==> src/hdl/mrrc_pkg.sv <==
`default_nettype none

package mrrc_pkg;

  // Frame delimiters of a modem response.
  localparam logic [7:0] RESP_START = 8'h3E;
  localparam logic [7:0] RESP_END   = 8'h3B;

  // Shortest response that carries start, command, CRC and end bytes.
  localparam logic [7:0] MIN_FRAME_LEN = 8'd5;

  // Configuration register indexes.
  localparam int unsigned CFG_IDX_W = 2;
  localparam logic [CFG_IDX_W-1:0] CFG_EXPECTED_LENGTH  = 2'd0;
  localparam logic [CFG_IDX_W-1:0] CFG_EXPECTED_COMMAND = 2'd1;

  // Input function codes.
  localparam logic FUNC_BYTE    = 1'b0;
  localparam logic FUNC_RESTART = 1'b1;

  // One input beat.
  typedef struct packed {
    logic       func;
    logic [7:0] rx_byte;
  } item_t;

  // Input stage as seen by the checking core.
  typedef struct packed {
    logic  valid;
    item_t item;
  } stage_t;

  // Configuration register values.
  typedef struct packed {
    logic [7:0] expected_length;
    logic [7:0] expected_command;
  } cfg_t;

  // One result beat.
  typedef struct packed {
    logic       stored;
    logic [5:0] byte_index;
    logic       complete;
    logic       response_ok;
    logic [5:0] received_length;
  } result_t;

endpackage

`default_nettype wire

==> src/hdl/mrrc_rx_if.sv <==
`default_nettype none

interface mrrc_rx_if;
  logic       valid;
  logic       ready;
  logic       func;
  logic [7:0] rx_byte;

  modport source (output valid, output func, output rx_byte, input ready);
  modport sink   (input valid, input func, input rx_byte, output ready);
endinterface

`default_nettype wire

==> src/hdl/mrrc_rsp_if.sv <==
`default_nettype none

interface mrrc_rsp_if;
  logic       valid;
  logic       ready;
  logic       stored;
  logic [5:0] byte_index;
  logic       complete;
  logic       response_ok;
  logic [5:0] received_length;

  modport source (output valid, output stored, output byte_index, output complete,
                  output response_ok, output received_length, input ready);
  modport sink   (input valid, input stored, input byte_index, input complete,
                  input response_ok, input received_length, output ready);
endinterface

`default_nettype wire

==> src/hdl/mrrc_cfg_if.sv <==
`default_nettype none

interface mrrc_cfg_if;
  logic       valid;
  logic       ready;
  logic [1:0] index;
  logic [7:0] data;

  modport source (output valid, output index, output data, input ready);
  modport sink   (input valid, input index, input data, output ready);
endinterface

`default_nettype wire

==> src/hdl/modem_response_receive_check.sv <==
`default_nettype none
// Channel  Dir  Beat contents
// -------  ---  ---------------------------------------------------------------
// rx       in   func (0 byte, 1 restart), rx_byte
// rsp      out  stored, byte_index, complete, response_ok, received_length
// cfg      in   index (0 expected_length, 1 expected_command), data
//
// One rx beat gives one rsp beat; a beat can be taken every cycle while rsp is not stalled.
// An input register holds each beat, then the CRC-16/ARC byte update
// and checks feed the result register.
// rst is synchronous and active high; it clears the capture and sets
// expected_length to 5 and expected_command to 0.
// A stalled rsp holds its beat while one more rx beat waits; cfg is always ready.

module modem_response_receive_check #(
  parameter int unsigned BUFFER_BYTES = 48
) (
  input wire logic  clk,
  input wire logic  rst,
  mrrc_rx_if.sink   rx,
  mrrc_rsp_if.source rsp,
  mrrc_cfg_if.sink  cfg
);
  import mrrc_pkg::*;

  cfg_t    cfg_regs;
  item_t   in_item;
  stage_t  stage;
  logic    take;
  result_t result;

  // Configuration registers.
  assign cfg.ready = 1'b1;

  always_ff @(posedge clk) begin
    if (rst) begin
      cfg_regs.expected_length  <= 8'd5;
      cfg_regs.expected_command <= 8'd0;
    end else if (cfg.valid) begin
      case (cfg.index)
        CFG_EXPECTED_LENGTH:  cfg_regs.expected_length  <= cfg.data;
        CFG_EXPECTED_COMMAND: cfg_regs.expected_command <= cfg.data;
        default: ;
      endcase
    end
  end

  assign in_item.func    = rx.func;
  assign in_item.rx_byte = rx.rx_byte;

  mrrc_in_reg u_in_reg (
    .clk      (clk),
    .rst      (rst),
    .in_valid (rx.valid),
    .in_ready (rx.ready),
    .in_item  (in_item),
    .stage    (stage),
    .take     (take)
  );

  mrrc_core #(
    .BUFFER_BYTES (BUFFER_BYTES)
  ) u_core (
    .clk       (clk),
    .rst       (rst),
    .stage     (stage),
    .take      (take),
    .cfg       (cfg_regs),
    .out_valid (rsp.valid),
    .out_ready (rsp.ready),
    .result    (result)
  );

  assign rsp.stored          = result.stored;
  assign rsp.byte_index      = result.byte_index;
  assign rsp.complete        = result.complete;
  assign rsp.response_ok     = result.response_ok;
  assign rsp.received_length = result.received_length;

endmodule

`default_nettype wire

==> src/hdl/mrrc_in_reg.sv <==
`default_nettype none

module mrrc_in_reg (
  input  wire logic            clk,
  input  wire logic            rst,
  input  wire logic            in_valid,
  output logic                 in_ready,
  input  wire mrrc_pkg::item_t in_item,
  output mrrc_pkg::stage_t     stage,
  input  wire logic            take
);
  import mrrc_pkg::*;

  logic  valid;
  item_t item;

  // The register refills in the same cycle the core takes its beat.
  assign in_ready = !valid || take;

  always_ff @(posedge clk) begin
    if (rst) begin
      valid <= 1'b0;
    end else if (in_ready) begin
      valid <= in_valid;
    end
  end

  always_ff @(posedge clk) begin
    if (in_ready && in_valid) begin
      item <= in_item;
    end
  end

  assign stage.valid = valid;
  assign stage.item  = item;

endmodule

`default_nettype wire

==> src/hdl/mrrc_core.sv <==
`default_nettype none

module mrrc_core #(
  parameter int unsigned BUFFER_BYTES = 48
) (
  input  wire logic             clk,
  input  wire logic             rst,
  input  wire mrrc_pkg::stage_t stage,
  output logic                  take,
  input  wire mrrc_pkg::cfg_t   cfg,
  output logic                  out_valid,
  input  wire logic             out_ready,
  output mrrc_pkg::result_t     result
);
  import mrrc_pkg::*;

  localparam int unsigned CW = $clog2(BUFFER_BYTES + 1);
  localparam logic [CW-1:0] FULL_COUNT = CW'(BUFFER_BYTES);

  // CRC-16/ARC update by one byte, LSB first.
  function automatic logic [15:0] crc_arc_byte(input logic [15:0] crc_in,
                                                input logic [7:0]  b);
    logic [15:0] c;
    c = crc_in ^ {8'h00, b};
    for (int k = 0; k < 8; k++) begin
      c = c[0] ? ((c >> 1) ^ 16'hA001) : (c >> 1);
    end
    return c;
  endfunction

  logic [CW-1:0] byte_count,   byte_count_next;
  logic [15:0]   running_crc,  running_crc_next;
  logic [15:0]   received_crc, received_crc_next;
  logic          checks_passed, checks_passed_next;
  logic          capture_done, capture_done_next;
  logic [7:0]    last_byte,    last_byte_next;
  result_t       result_next;

  logic [7:0] idx8;
  logic [7:0] count8_next;
  logic       stored;
  logic       dropped_idle;
  logic       finish;
  logic       ok;

  // The output register frees up when it is empty or being read.
  assign take = !out_valid || out_ready;

  // Capture state update for the beat in the input register.
  always_comb begin
    byte_count_next    = byte_count;
    running_crc_next   = running_crc;
    received_crc_next  = received_crc;
    checks_passed_next = checks_passed;
    capture_done_next  = capture_done;
    last_byte_next     = last_byte;
    stored             = 1'b0;
    dropped_idle       = 1'b0;
    finish             = 1'b0;
    idx8               = 8'(byte_count);

    if (stage.item.func == FUNC_RESTART) begin
      byte_count_next    = '0;
      running_crc_next   = '0;
      received_crc_next  = '0;
      checks_passed_next = 1'b1;
      last_byte_next     = '0;
      capture_done_next  = (cfg.expected_length == 8'd0);
    end else if (!capture_done) begin
      if (byte_count == '0 && stage.item.rx_byte != RESP_START) begin
        // Line noise before the frame starts.
        dropped_idle = 1'b1;
      end else if (byte_count < FULL_COUNT) begin
        stored = 1'b1;
        if (idx8 == 8'd1 && stage.item.rx_byte != cfg.expected_command) begin
          checks_passed_next = 1'b0;
        end
        // Place the byte: CRC-covered body, CRC high, or CRC low.
        if (cfg.expected_length >= MIN_FRAME_LEN) begin
          if (idx8 >= 8'd1 && idx8 <= cfg.expected_length - 8'd4) begin
            running_crc_next = crc_arc_byte(running_crc, stage.item.rx_byte);
          end else if (idx8 == cfg.expected_length - 8'd3) begin
            received_crc_next = {stage.item.rx_byte, received_crc[7:0]};
          end else if (idx8 == cfg.expected_length - 8'd2) begin
            received_crc_next = {received_crc[15:8], stage.item.rx_byte};
          end
        end
        last_byte_next  = stage.item.rx_byte;
        byte_count_next = byte_count + CW'(1);
      end else begin
        // Buffer overflow ends the capture.
        finish = 1'b1;
      end
      if (!dropped_idle && 8'(byte_count_next) == cfg.expected_length) begin
        finish = 1'b1;
      end
      if (finish) begin
        capture_done_next = 1'b1;
      end
    end
  end

  // Verdict on the updated state.
  assign count8_next = 8'(byte_count_next);
  always_comb begin
    if (cfg.expected_length == 8'd0) begin
      ok = 1'b1;
    end else begin
      ok = checks_passed_next && cfg.expected_length >= MIN_FRAME_LEN &&
           count8_next == cfg.expected_length && last_byte_next == RESP_END &&
           running_crc_next == received_crc_next;
    end
  end

  always_comb begin
    result_next.stored          = stored;
    result_next.byte_index      = stored ? idx8[5:0] : 6'd0;
    result_next.complete        = capture_done_next;
    result_next.response_ok     = capture_done_next && ok;
    result_next.received_length = count8_next[5:0];
  end

  // Capture state registers.
  always_ff @(posedge clk) begin
    if (rst) begin
      byte_count    <= '0;
      running_crc   <= '0;
      received_crc  <= '0;
      checks_passed <= 1'b1;
      capture_done  <= 1'b0;
      last_byte     <= '0;
    end else if (take && stage.valid) begin
      byte_count    <= byte_count_next;
      running_crc   <= running_crc_next;
      received_crc  <= received_crc_next;
      checks_passed <= checks_passed_next;
      capture_done  <= capture_done_next;
      last_byte     <= last_byte_next;
    end
  end

  // Result register.
  always_ff @(posedge clk) begin
    if (rst) begin
      out_valid <= 1'b0;
    end else if (take) begin
      out_valid <= stage.valid;
    end
  end

  always_ff @(posedge clk) begin
    if (take && stage.valid) begin
      result <= result_next;
    end
  end

endmodule

`default_nettype wire

==> src/flat_wrapper.sv <==
// flat-port wrapper written by rule: the top's interface ports become plain ports
module modem_response_receive_check_flat import mrrc_pkg::*;
#(
  parameter int unsigned BUFFER_BYTES = 48
)
  (clk, rst, rx_valid, rx_func, rx_rx_byte, rx_ready, rsp_valid, rsp_stored, rsp_byte_index, rsp_complete, rsp_response_ok, rsp_received_length, rsp_ready, cfg_valid, cfg_index, cfg_data, cfg_ready);
  mrrc_rx_if rx_i ();
  mrrc_rsp_if rsp_i ();
  mrrc_cfg_if cfg_i ();
  input wire logic clk;
  input wire logic rst;
  input wire logic [$bits(rx_i.valid)-1:0] rx_valid;
  input wire logic [$bits(rx_i.func)-1:0] rx_func;
  input wire logic [$bits(rx_i.rx_byte)-1:0] rx_rx_byte;
  output wire logic [$bits(rx_i.ready)-1:0] rx_ready;
  output wire logic [$bits(rsp_i.valid)-1:0] rsp_valid;
  output wire logic [$bits(rsp_i.stored)-1:0] rsp_stored;
  output wire logic [$bits(rsp_i.byte_index)-1:0] rsp_byte_index;
  output wire logic [$bits(rsp_i.complete)-1:0] rsp_complete;
  output wire logic [$bits(rsp_i.response_ok)-1:0] rsp_response_ok;
  output wire logic [$bits(rsp_i.received_length)-1:0] rsp_received_length;
  input wire logic [$bits(rsp_i.ready)-1:0] rsp_ready;
  input wire logic [$bits(cfg_i.valid)-1:0] cfg_valid;
  input wire logic [$bits(cfg_i.index)-1:0] cfg_index;
  input wire logic [$bits(cfg_i.data)-1:0] cfg_data;
  output wire logic [$bits(cfg_i.ready)-1:0] cfg_ready;
  assign rx_i.valid = rx_valid;
  assign rx_i.func = rx_func;
  assign rx_i.rx_byte = rx_rx_byte;
  assign rx_ready = rx_i.ready;
  assign rsp_valid = rsp_i.valid;
  assign rsp_stored = rsp_i.stored;
  assign rsp_byte_index = rsp_i.byte_index;
  assign rsp_complete = rsp_i.complete;
  assign rsp_response_ok = rsp_i.response_ok;
  assign rsp_received_length = rsp_i.received_length;
  assign rsp_i.ready = rsp_ready;
  assign cfg_i.valid = cfg_valid;
  assign cfg_i.index = cfg_index;
  assign cfg_i.data = cfg_data;
  assign cfg_ready = cfg_i.ready;
  modem_response_receive_check #(.BUFFER_BYTES(BUFFER_BYTES)) u_core (.clk(clk), .rst(rst), .rx(rx_i), .rsp(rsp_i), .cfg(cfg_i));
endmodule
==> config.mk <==
export PLATFORM = sky130hd
export DESIGN_NAME = modem_response_receive_check_flat
export DESIGN_NICKNAME = d
export VERILOG_FILES = /design/src/hdl/mrrc_pkg.sv /design/src/hdl/mrrc_rx_if.sv /design/src/hdl/mrrc_rsp_if.sv /design/src/hdl/mrrc_cfg_if.sv /design/src/hdl/modem_response_receive_check.sv /design/src/hdl/mrrc_in_reg.sv /design/src/hdl/mrrc_core.sv /design/src/flat_wrapper.sv
export SDC_FILE = /design/constraint.sdc
export NUM_CORES = 1
export LEC_CHECK = 0
export ABC_AREA = 1
export BUFFER_PORTS_ARGS = -buffer_cell sky130_fd_sc_hd__buf_2
export CORE_ASPECT_RATIO = 1.4
export CORE_MARGIN = 4
export CORE_UTILIZATION = 67
export CTS_BUF_LIST = sky130_fd_sc_hd__clkbuf_4 sky130_fd_sc_hd__clkbuf_8 sky130_fd_sc_hd__clkbuf_16
export CTS_CLUSTER_SIZE = 16
export DETAILED_ROUTE_END_ITERATION = 10
export HOLD_SLACK_MARGIN = 0.05
export PLACE_DENSITY = 0.87
export SKIP_LAST_GASP = 1
export SYNTH_ARGS = -nofsm -noshare
export SYNTH_HDL_FRONTEND = slang
export SYNTH_HIERARCHICAL = 1
export SYNTH_SLANG_ARGS = --single-unit
==> constraint.sdc <==
create_clock -name clk -period 6.8 [get_ports clk]
set_clock_uncertainty 0.2 [all_clocks]
set_input_delay 2.04 -clock clk [delete_from_list [all_inputs] [get_ports clk]]
set_output_delay 2.04 -clock clk [all_outputs]
set_load 0.1 [all_outputs]
**Word-level counts from Yosys, hierarchy flattened**

Cells that the tools add are included.

- Input port bits: 24
- Register bits: 90
- Output and inout port bits: 18
- Word-level logic and storage cells: 118

- Bitwise operators: 9
- Reduce and logical (&&, ||, !) cells: 21
- Add/sub/neg operators: 4
- Eq/ne operators: 10
- $lt $le $gt $ge: 4
- Mux-type cells: 53

Operators with widths:

| kind | count |
|---|---|
| 16-bit two-way mux | 21 |
| 8-bit two-way mux | 5 |
| 6-bit two-way mux | 6 |
| 6-bit by 8-bit == test with 1-bit output | 4 |
| 2-bit inverter with 3-bit output | 8 |
| 1-bit two-way mux | 21 |
| 16-bit == test | 1 |
| 8-bit by 2-bit subtractor with 8-bit output (second input constant) | 2 |
| 16-bit by 8-bit XOR with 16-bit output | 1 |
| 1-bit logical AND | 11 |
| 8-bit by 6-bit == test with 1-bit output (second input constant) | 1 |
| 8-bit by 3-bit >= comparator with 1-bit output (second input constant) | 1 |
| 6-bit by 8-bit <= comparator with 1-bit output | 1 |
| 8-bit zero test | 1 |
| 8-bit by 6-bit != test with 1-bit output (second input constant) | 1 |
| 8-bit != test | 1 |
| 8-bit by 3-bit subtractor with 8-bit output (second input constant) | 1 |
| 6-bit by 1-bit adder with 6-bit output (second input constant) | 1 |
| 6-bit by 1-bit == test with 1-bit output (second input constant) | 1 |
| 6-bit by 1-bit >= comparator with 1-bit output (second input constant) | 1 |
| 6-bit zero test | 1 |
| 6-bit less-than comparator (second input constant) | 1 |
| 2-bit AND reduction | 2 |
| 1-bit zero test | 3 |
| other kinds (3) | 4 |

**Logic depth before layout (Yosys ltp)**

Gate-level depths: netlist of run 1.

- Word-level depth: 27
- Gate-level depth with buffers: 25
- Gate-level depth less buffers: 25

**Modules after synthesis**

Netlist of run 1, hierarchy kept.

By module, submodules not included:

| module | times used | sequential area each (µm²) | cells an instance | area an instance (µm²) |
|---|---|---|---|---|
| mrrc_core | 1 | 1431.4 | 876 | 5365.1 |
| modem_response_receive_check | 1 | 320.3 | 104 | 720.7 |
| mrrc_in_reg | 1 | 290.3 | 16 | 325.3 |

**Worst setup path after synthesis of run 1**

OpenSTA, ideal clock, no wires.

- Path kind: input port to output port
- From: input rsp_ready
- To: output rx_ready
- Arrival time: 2.598 ns
- Buffers on the path: 0
- Stages on the path: 4
- Required time: 4.560 ns
- Setup slack: 1.962 ns
- Path through: inv_1 -> nand2_1 -> inv_2 -> nand2_2

- Word-level cells in the longest chain between the ends: 2

Ends and longest elaborated chain:

| what | line | text |
|---|---|---|
| start, declared | flat_wrapper.sv:22 | `input wire logic [$bits(rsp_i.ready)-1:0] rsp_ready;` |
| 1-bit logical OR | mrrc_core.sv:47 | `assign take = !out_valid \|\| out_ready;` |
| via u_core.take | modem_response_receive_check.sv:29 | `logic take;` |
| 1-bit logical OR | mrrc_in_reg.sv:18 | `assign in_ready = !valid \|\| take;` |
| end, declared | flat_wrapper.sv:15 | `output wire logic [$bits(rx_i.ready)-1:0] rx_ready;` |

The timed path passes the listed nets, and every way through them passes these cells.

**Final worst setup path of run 1**

Ends and elaborated chain as after synthesis.

==> results of run 1 <==
## power breakdown
part | internal [uW] | switching, uW | total, uW
Clock | 346 | 206 | 553
Sequential | 584 | 37.3 | 622
Combinational | 139 | 345 | 484
Total | 1070 | 588 | 1660
## cell families after synthesis
kind of cell             after synthesis  share of synthesized area, %
buffers and inverters                171                          11.1
adder cells (fa/ha/maj)               19                          3.71
AND/OR/NAND/NOR                      558                          38.9
other                                  1                        0.0585
flip-flops                            90                          31.9
AO/OA/AOI/OAI                        125                          10.1
XOR/XNOR                              32                          4.37
## synth_stat cells (all sizes together)
| cell | count |
|---|---|
| xor2 | 14 |
| o31ai | 1 |
| o211ai | 1 |
| buf | 18 |
| a21oi | 73 |
| conb | 1 |
| nor2 | 115 |
| nor3 | 2 |
| dfxtp | 66 |
| ha | 19 |
| clkbuf | 22 |
| xnor2 | 18 |
| a211oi | 1 |
| nand3 | 92 |
| nand2 | 316 |
| nor4 | 1 |
| inv | 128 |
| nand4 | 30 |
| nand3b | 2 |
| o21ai | 49 |
| edfxtp | 24 |
| clkinv | 3 |
## worst register-to-register path, cell delays in order (launching register included)
cell	delay [ns]
dfxtp_1	0.51
inv_1	0.21
ha_1	0.24
nand2_1	0.08
nor2_2	0.05
nand2_1	0.30
nand3_2	0.36
nor2_2	0.51
nand3_1	0.55
a21oi_1	0.32
nand2_2	0.10
inv_1	0.06
nand2_1	0.04
nand2_1	0.05
nand2_1	0.05
nor2_1	0.11
nand2_1	0.09
nor2_1	0.12
nand2_1	0.11
a21oi_2	0.16
## worst paths after layout
kind,end,depth (start not counted),from,slack [ns]
worst max-delay path,rx_ready,6,rsp_ready,1.77
worst min-delay path,u_core/u_core/last_byte[1]$_SDFFE_PP0P_,2,u_core/u_core/last_byte[1]$_SDFFE_PP0P_,0.27
worst max register to register,u_core/u_core/result[6]$_DFFE_PP_,19,u_core/u_core/byte_count[0]$_SDFFE_PP0P_,2.44
worst min register to register,u_core/u_core/last_byte[1]$_SDFFE_PP0P_,2,u_core/u_core/last_byte[1]$_SDFFE_PP0P_,0.27
## routing by layer
metal  GRT usage [%]  vias up
met5               0        -
met4            18.9        0
met3            4.29       70
met2            56.4      288
met1            34.3     2942
li1                -     3199
## sequential cells by signal, indices dropped and copies added, names as in the netlist
signal	cells
u_core/u_core/received_crc	16
u_core/u_core/result	15
u_core/u_core/out_valid	1
u_core/u_core/capture_done	1
u_core/u_core/running_crc	16
u_core/u_in_reg/stage	9
u_core/u_core/last_byte	8
u_core/u_in_reg/valid	1
u_core/u_core/byte_count	6
u_core/cfg_regs	16
u_core/u_core/checks_passed	1
## through the flow
step	util, %	setup WS, ns	total power (uW)	hold WS, ns	instances
global route	73.1	1.70	1740	0.284	1124
CTS	73.1	1.77	1650	0.266	1124
global placement	69.6	1.80	1090	0.252	1108
finish	73.1	1.77	1660	0.265	1124
floorplan	-	1.96	1020	0.241	996
detailed placement	69.6	1.78	1100	0.256	1108
## final cells by class
type | instances | share of cell area, %
Multi-Input combinational cell | 735 | 53.2
Sequential cell | 90 | 29.7
Inverter | 131 | 7.15
Clock buffer | 12 | 3.78
Timing Repair Buffer | 42 | 3.13
Tap cell | 110 | 2.00
Clock inverter | 4 | 1.07
==> impl_metrics.csv, run 1 <==
group,metric,value,unit
pwr,leakage,0.00337,uW
floorplanning,dieWidth,90.7,um
cells_and_area,most_frequent_standard_cell_in_the_layout_excluding_fill_and_tap_cells,"nand2_1",
critical_path,setup.worst_path.end_class,"output port",
placement,number_of_buffers_added_on_ports,40,
critical_path,timing.critical_path.from_type,"input port",
critical_path,cp_cell_sequence,"buf_2, inv_1, nand2_1, inv_2, nand2_2, buf_2",
floorplanning,boundaryPins,42,
global_routing,grt_antenna_before_repair,0,
timing,final_max_slew_viol_count,0,
timing,fmax,199,MHz
clock_network,buffer_levels_on_the_longest_clock_path,2,
floorplanning,floorplan.initialDensity,68.2,%
clock_network,clock_sinks,90,
clock_network,clock_transition_at_the_registers_of_the_reported_paths,0.06,ns
timing,final.setup.tns,0,ns
pwr,cellPowerDensity,241,nW/um^2
drt,detailedRoute.firstIterationViolations,607,
placement,estimated_wirelength_of_the_detail_placed_design,12200,um
cells_and_area,finish.instance_area,6880,um^2
drt,routed_wl,17200,um
global_routing,grt_util_all_layers,31.0,%
clock_network,ctsHtreeMaxLevel,3,
critical_path,max_stage_delay,0.42,ns
drt,drt-met1-wl,6600,um
critical_path,required,4.56,ns
floorplanning,die-area,11200,um^2
drt,drcViolationCount,0,
timing,layout_min_cycle_time,5.03,ns
logic_synthesis,synth.area.top_cells,"dfxtp_1 (21%), nand2_1 (18%), edfxtp_1 (11%)",
floorplanning,fp.dieH,124,um
cells_and_area,layout-area-overhead-vs-synth,7.30,%
placement,placement.cell_area,6550,um^2
cells_and_area,fill_cells,796,
clock_network,postCtsHoldBufs,0,
logic_synthesis,synthesis.nets,1039,
logic_synthesis,yosysTopAreaCell,"dfxtp_1",
clock_network,insertion_delay,0.34,ns
clock_network,numCtsBuffers,9,
critical_path,cp_top_family,"buffers and inverters",
clock_network,number_of_buffers_inserted_to_repair_setup_after_cts,0,
timing,slew_of_the_pin_with_the_lowest_slew_margin,1.18,ns
critical_path,critical_path_peak_fanout,3,
logic_synthesis,postSynthAreaPerCell,6.44,um^2
critical_path,crit_top_cell,"buf_2",
critical_path,critical_path.n_buffers_inverters,4,
logic_synthesis,synth.yosys.warnings,6,
global_routing,grt_max_degree,65,
drt,dr_wl_met2,8730,um
timing,finalHoldViolCount,0,
drt,average_wire_per_cell_in_the_routed_design,15.3,um
status,run_status,"complete, no violations",
logic_synthesis,synth_top_area_share,20.6,%
drt,routed-wl-met3,1100,um
global_routing,globalRouteOverflowTotal,0,
floorplanning,design.core.area,9410,um^2
run,maxCapViolations,0,
timing,setup_violations,0,
drt,detailroute.via_count,6499,
cells_and_area,drive_gt1_share,10.4,%
global_routing,number_of_global_route_vias_before_repair,5954,
placement,gp_congestion,0.928,
drt,ant_nets,0,
cells_and_area,leading_cell_types_in_the_layout_fill_and_taps_excluded,"nand2_1 (309), inv_1 (121), nor2_1 (100)",
timing,worst_slew_margin,21.3,%
drt,post_drt_via_cell_ratio,5.78,
drt,topRoutingLayerUsed,"met4",
critical_path,critical_setup_path_kind,"in -> out",
global_routing,global_route_wire_length_before_repair,27900,um
cells_and_area,final-seq-area,2040,um^2
clock_network,cts_tree,"done",
clock_network,clock_tree.root_cell,"clkbuf_16",
cells_and_area,multi_input_comb_area,3660,um^2
timing,rsz_0062_raised_after_global_routing,"no",
pwr,irDropWorstVdd,0.158,mV
clock_network,cts_resized,0,
hold_path,hold_path_class,"reg -> reg",
logic_synthesis,ys_seq_area_share,31.9,%
floorplanning,rows,42,
timing,layout_worst_path_cycle_share,73.9,%
logic_synthesis,flip_flop_and_latch_count_after_synthesis,90,
logic_synthesis,gate_count_post_synth,996,
critical_path,critPathArrivalTime,2.79,ns
logic_synthesis,post_synth_instance_area,6410,um^2
cells_and_area,nets,1052,
cells_and_area,insertedDiodeCount,0,
critical_path,cp_slowest_cell,"buf_2",
logic_synthesis,synth.lib_cells_used.distinct,37,
drt,total_iterations_of_the_first_detailed_routing_run,8,
Note: power is estimated with default switching activity, not from simulation.
==> run 2: changes to the inputs <==
- CORE_UTILIZATION: 67 -> 56
- PLACE_DENSITY: 0.87 -> 0.78
- clock period: 6.8 -> 4.6 ns (I/O delays scaled with it)
==> impl_metrics.csv, run 2 (synthesis gave the netlist of run 1 again) <==
group,metric,value,unit
pwr,cellPowerDensity,351,nW/um^2
drt,routed_wl,17500,um
hold_path,hold_path.startpoint,"u_core/u_core/running_crc[9]$_SDFFE_PP0P_",
run,maxCapViolations,0,
global_routing,grt_antenna_before_repair,0,
pwr,irDropWorstVdd,0.199,mV
clock_network,numCtsBuffers,9,
drt,post_drt_via_cell_ratio,5.47,
cells_and_area,top_regs,"u_core/cfg_regs (16), u_core/u_core/received_crc (16), u_core/u_core/running_crc (16)",
placement,estimated_wirelength_of_the_detail_placed_design,12700,um
timing,setup_ws_final,0.791,ns
global_routing,grt_util_all_layers,26.6,%
clock_network,clock_transition_at_the_registers_of_the_reported_paths,0.07,ns
global_routing,number_of_global_route_vias_before_repair,5863,
status,run_status,"complete, no violations",
critical_path,critical_setup_path_kind,"reg -> reg",
cells_and_area,insertedDiodeCount,0,
global_routing,grt_max_degree,104,
cells_and_area,nets,1059,
critical_path,required,4.60,ns
drt,drt-met1-wl,6890,um
pwr,leakage,0.00341,uW
global_routing,global_route_wire_length_before_repair,28400,um
critical_path,timing.critical_path.from,"u_core/u_core/byte_count[1]$_SDFFE_PP0P_",
floorplanning,design.core.area,11300,um^2
cells_and_area,drive_gt1_share,11.0,%
floorplanning,fp.dieH,135,um
timing,layout_min_cycle_time,3.81,ns
pwr,cell_internal_pwr,1560,uW
pwr,part_of_the_total_power_dissipated_in_combinational_logic,29.8,%
placement,placement.cell_area,6650,um^2
pwr,switching_share,36.2,%
critical_path,setup.worst_path.end_class,"flop",
clock_network,buffer_levels_on_the_longest_clock_path,2,
pwr,clockPowerShare,33.2,%
placement,number_of_buffers_added_on_ports,40,
timing,fmax,263,MHz
clock_network,clock_sinks,90,
floorplanning,die-area,13200,um^2
drt,ant_nets,0,
floorplanning,boundaryPins,42,
clock_network,cts_resized,0,
drt,routed-wl-met3,772,um
timing,setup_violations,0,
critical_path,timing.critical_path.from_type,"flop",
critical_path,critPathArrivalTime,3.81,ns
timing,final_max_slew_viol_count,0,
timing,worst_slew_margin,25.0,%
pwr,p_seq_share,37.1,%
timing,rsz_0062_raised_after_global_routing,"no",
pwr,switchingPower,887,uW
drt,topRoutingLayerUsed,"met4",
cells_and_area,layout-area-overhead-vs-synth,8.80,%
cells_and_area,most_frequent_standard_cell_in_the_layout_excluding_fill_and_tap_cells,"nand2_1",
clock_network,insertion_delay,0.34,ns
timing,slew_of_the_pin_with_the_lowest_slew_margin,1.12,ns
drt,detailroute.via_count,6368,
timing,final.setup.tns,0,ns
clock_network,cts_tree,"done",
placement,gp_congestion,0.979,
cells_and_area,finish.instance_area,6980,um^2
clock_network,ctsHtreeMaxLevel,3,
floorplanning,floorplan.initialDensity,56.8,%
critical_path,critical_path_peak_fanout,14,
timing,layout_worst_path_cycle_share,82.8,%
clock_network,number_of_buffers_inserted_to_repair_setup_after_cts,0,
cells_and_area,leading_cell_types_in_the_layout_fill_and_taps_excluded,"nand2_1 (309), inv_1 (121), nor2_1 (100)",
floorplanning,rows,46,
clock_network,postCtsHoldBufs,0,
clock_network,clock_tree.root_cell,"clkbuf_16",
critical_path,r2r_start,"u_core/u_core/byte_count[1]$_SDFFE_PP0P_",
drt,detailedRoute.firstIterationViolations,464,
drt,drcViolationCount,0,
global_routing,globalRouteOverflowTotal,0,
drt,average_wire_per_cell_in_the_routed_design,15.0,um
drt,total_iterations_of_the_first_detailed_routing_run,5,
placement,place_ws,0.901,ns
drt,dr_wl_met2,8620,um
timing,finalHoldViolCount,0,
floorplanning,dieWidth,98.4,um
hold_path,hold_path_class,"reg -> reg",
run 2: final cells by class:
| type | count | area, um^2 |
|---|---|---|
| Timing Repair Buffer | 49 | 280 |
| Inverter | 131 | 492 |
| Clock inverter | 6 | 90.1 |
| Fill cell | 1071 | 4310 |
| Sequential cell | 90 | 2040 |
| Multi-Input combinational cell | 735 | 3660 |
| Clock buffer | 10 | 233 |
| Tap cell | 144 | 180 |
run 2: critical path, stage by stage, from the launching register on:
cell	delay [ns]
dfxtp_1	0.44
inv_1	0.21
ha_1	0.23
nand2_1	0.09
nor2_2	0.05
nand2_1	0.29
nand3_2	0.34
nor2_2	0.17
buf_4	0.20
nand3_1	0.41
a21oi_1	0.30
nand2_2	0.10
inv_1	0.06
nand2_1	0.04
nand2_1	0.05
nand2_1	0.08
nor2_1	0.11
nand2_1	0.05
nor2_1	0.08
nand2_1	0.07
a21oi_2	0.11
run 2: power groups by stage:
stage | Clock (uW) | Sequential [uW] | Combinational [uW]
3_3_place_gp | 0 | 923 | 706
3_5_place_dp | 0 | 924 | 715
5_1_grt | 856 | 912 | 814
6_report | 812 | 908 | 729
4_1_cts | 825 | 907 | 721
2_1_floorplan | 0 | 968 | 533
run 2: metal layers:
| metal | global-route usage [%] | up-vias |
|---|---|---|
| met5 | 0 | - |
| met4 | 18.1 | 0 |
| met3 | 3.31 | 86 |
| met2 | 46.3 | 219 |
| met1 | 30.2 | 2855 |
| li1 | - | 3208 |
run 2: path summary, 6_finish.rpt:
path / slack, ns / cells after the start / end
worst max register to register: 0.79 / 20 / u_core/u_core/result[6]$_DFFE_PP_
worst min-delay path: 0.27 / 2 / u_core/u_core/running_crc[9]$_SDFFE_PP0P_
worst min register to register: 0.27 / 2 / u_core/u_core/running_crc[9]$_SDFFE_PP0P_
worst max-delay path: 0.79 / 20 / u_core/u_core/result[6]$_DFFE_PP_
run 2: metrics by stage:
step | instances | hold WS, ns | utilization [%] | total power [uW]
after floorplan | 996 | 0.241 | - | 1500
after global placement | 1149 | 0.253 | 59.0 | 1630
after detailed placement | 1149 | 0.256 | 59.0 | 1640
after CTS | 1165 | 0.266 | 61.8 | 2450
after global routing | 1165 | 0.278 | 61.8 | 2580
final | 1165 | 0.268 | 61.8 | 2450
==> run 3: changes to the inputs <==
- CORE_UTILIZATION: 56 -> 62
- PLACE_DENSITY: 0.78 -> 0.81
- clock period: 4.6 -> 3.8 ns (I/O delays scaled with it)
==> impl_metrics.csv, run 3 (synthesis gave the netlist of run 1 again) <==
group,metric,value,unit
timing,fmax,287,MHz
timing,final.setup.tns,0,ns
floorplanning,rows,43,
run,maxCapViolations,0,
timing,slew_of_the_pin_with_the_lowest_slew_margin,0.770,ns
timing,layout_worst_path_cycle_share,91.6,%
clock_network,number_of_buffers_inserted_to_repair_setup_after_cts,0,
timing,layout_min_cycle_time,3.48,ns
clock_network,buffer_levels_on_the_longest_clock_path,2,
cells_and_area,layout-area-overhead-vs-synth,10.2,%
timing,rsz_0062_raised_after_global_routing,"no",
global_routing,globalRouteOverflowTotal,0,
timing,worst_slew_margin,48.6,%
clock_network,clock_sinks,90,
clock_network,insertion_delay,0.35,ns
critical_path,max_stage_delay,0.43,ns
hold_path,min_path_cells,2,
critical_path,cp_slowest_cell,"dfxtp_1",
floorplanning,die-area,12100,um^2
drt,post_drt_via_cell_ratio,5.49,
critical_path,critical_setup_path_kind,"reg -> reg",
hold_path,timing.hold.worst_endpoint,"u_core/u_core/last_byte[1]$_SDFFE_PP0P_",
critical_path,cp_cell_sequence,"inv_2, ha_2, xnor2_1, ha_1, nand2_1, nor2_1, nand2_1, nand2_1, nor2_2, nand3_2, nand2_8, nand3_2, nand2_1, nand3_1, nand2_1, nand2_1, nor2_1, nand3_1, nor2_1, nand2_1, a21oi_2",
critical_path,critical_path_peak_fanout,12,
hold_path,hold_path_class,"reg -> reg",
cells_and_area,most_frequent_standard_cell_in_the_layout_excluding_fill_and_tap_cells,"nand2_1",
global_routing,global_route_wire_length_before_repair,26600,um
drt,drcViolationCount,0,
critical_path,r2r_start,"u_core/cfg_regs[10]$_SDFFE_PP1P_",
placement,estimated_wirelength_of_the_detail_placed_design,12300,um
critical_path,required,3.81,ns
cells_and_area,top_regs,"u_core/cfg_regs (16), u_core/u_core/received_crc (16), u_core/u_core/running_crc (16)",
cells_and_area,drive_gt1_share,11.9,%
placement,placement.cell_area,6700,um^2
cells_and_area,finish.instance_area,7060,um^2
global_routing,grt_max_degree,78,
pwr,irDropWorstVdd,0.310,mV
clock_network,numCtsBuffers,9,
critical_path,timing.critical_path.from_type,"flop",
floorplanning,floorplan.initialDensity,64.1,%
critical_path,crit_top_cell,"nand2_1",
critical_path,worst_r2r_endpoint,"u_core/u_core/result[6]$_DFFE_PP_",
timing,whs,0.269,ns
timing,setup_violations,0,
placement,place_inst,1148,
critical_path,setup.worst_path.end_class,"flop",
floorplanning,design.core.area,10000,um^2
pwr,cellPowerDensity,422,nW/um^2
status,run_status,"complete, no violations",
drt,ant_nets,0,
timing,final_max_slew_viol_count,0,
placement,number_of_buffers_added_on_ports,40,
placement,gp_congestion,0.939,
clock_network,cts_tree,"done",
pwr,leakage,0.00346,uW
cells_and_area,insertedDiodeCount,0,
global_routing,number_of_global_route_vias_before_repair,5564,
timing,finalHoldViolCount,0,
critical_path,reg2reg_depth,21,
hold_path,hold_path.startpoint,"u_core/u_core/last_byte[1]$_SDFFE_PP0P_",
cells_and_area,leading_cell_types_in_the_layout_fill_and_taps_excluded,"nand2_1 (309), inv_1 (121), nor2_1 (100)",
global_routing,grt_util_all_layers,28.1,%
drt,routed_wl,16800,um
critical_path,critPathArrivalTime,3.49,ns
cells_and_area,nets,1069,
drt,detailedRoute.firstIterationViolations,658,
drt,average_wire_per_cell_in_the_routed_design,14.4,um
drt,detailroute.via_count,6403,
floorplanning,boundaryPins,42,
drt,total_iterations_of_the_first_detailed_routing_run,5,
clock_network,ctsHtreeMaxLevel,3,
clock_network,clock_transition_at_the_registers_of_the_reported_paths,0.06,ns
global_routing,grt_antenna_before_repair,0,
floorplanning,fp.dieH,128,um
cells_and_area,fin_cells,1166,
critical_path,r2r_slack,0.32,ns
clock_network,clock_tree.root_cell,"clkbuf_16",
floorplanning,dieWidth,93.9,um
[run 3: area by class of cell]
cell class                 instances  area, um^2
clock buffer                      10         239
clock inverter                     6        90.1
fill                             911        2940
inverter                         131         492
multi-input combinational        737        3690
sequential                        90        2040
tap                              135         169
timing repair buffer              57         340
[run 3: how the worst max path moves through the flow]
stage                                                start                           endpoint  slack [ns]
after floorplan           u_core/cfg_regs[11]$_SDFFE_PP0P_  u_core/u_core/result[6]$_DFFE_PP_        0.68
after global placement    u_core/cfg_regs[10]$_SDFFE_PP1P_  u_core/u_core/result[6]$_DFFE_PP_        0.39
after detailed placement  u_core/cfg_regs[10]$_SDFFE_PP1P_  u_core/u_core/result[6]$_DFFE_PP_        0.31
after CTS                 u_core/cfg_regs[10]$_SDFFE_PP1P_  u_core/u_core/result[6]$_DFFE_PP_        0.26
after global routing      u_core/cfg_regs[10]$_SDFFE_PP1P_  u_core/u_core/result[6]$_DFFE_PP_        0.05
final                     u_core/cfg_regs[10]$_SDFFE_PP1P_  u_core/u_core/result[6]$_DFFE_PP_        0.32
[run 3: per-layer routing]
layer | global-route usage (%) | share of wire [%] | vias to the layer above
met5 | 0 | 0 | -
met4 | 13.4 | 4.1 | 0
met3 | 4.05 | 8.2 | 52
met2 | 46.0 | 46 | 311
met1 | 36.2 | 42 | 2809
li1 | - | - | 3231
[run 3: power breakdown]
group	internal, uW	switching, uW	total (uW)
Combinational	276	641	917
Clock	595	373	968
Sequential	1050	53.0	1100
[run 3: repair_timing]
action                     in CTS  in global routing
setup endpoints to repair       0                  1
gates resized for setup         0                  2
hold buffers                    0                  0
[run 3: stage by stage]
stage	utilization, %	power, uW	worst slack (ns)
floorplan	-	1820	0.676
global placement	67.0	1980	0.386
detailed placement	67.0	1990	0.310
CTS	70.3	2960	0.255
global route	70.6	3130	0.0546
finish	70.6	2980	0.318
[run 3: worst max-delay path, delay by kind of cell, from the launching register on]
| family | cells | cell delay, ns |
|---|---|---|
| AND/OR/NAND/NOR | 16 | 1.77 |
| buffers and inverters | 1 | 0.16 |
| XOR/XNOR | 1 | 0.14 |
| adder cells (fa/ha/maj) | 2 | 0.54 |
| flip-flops | 1 | 0.43 |
| AO/OA/AOI/OAI | 1 | 0.11 |
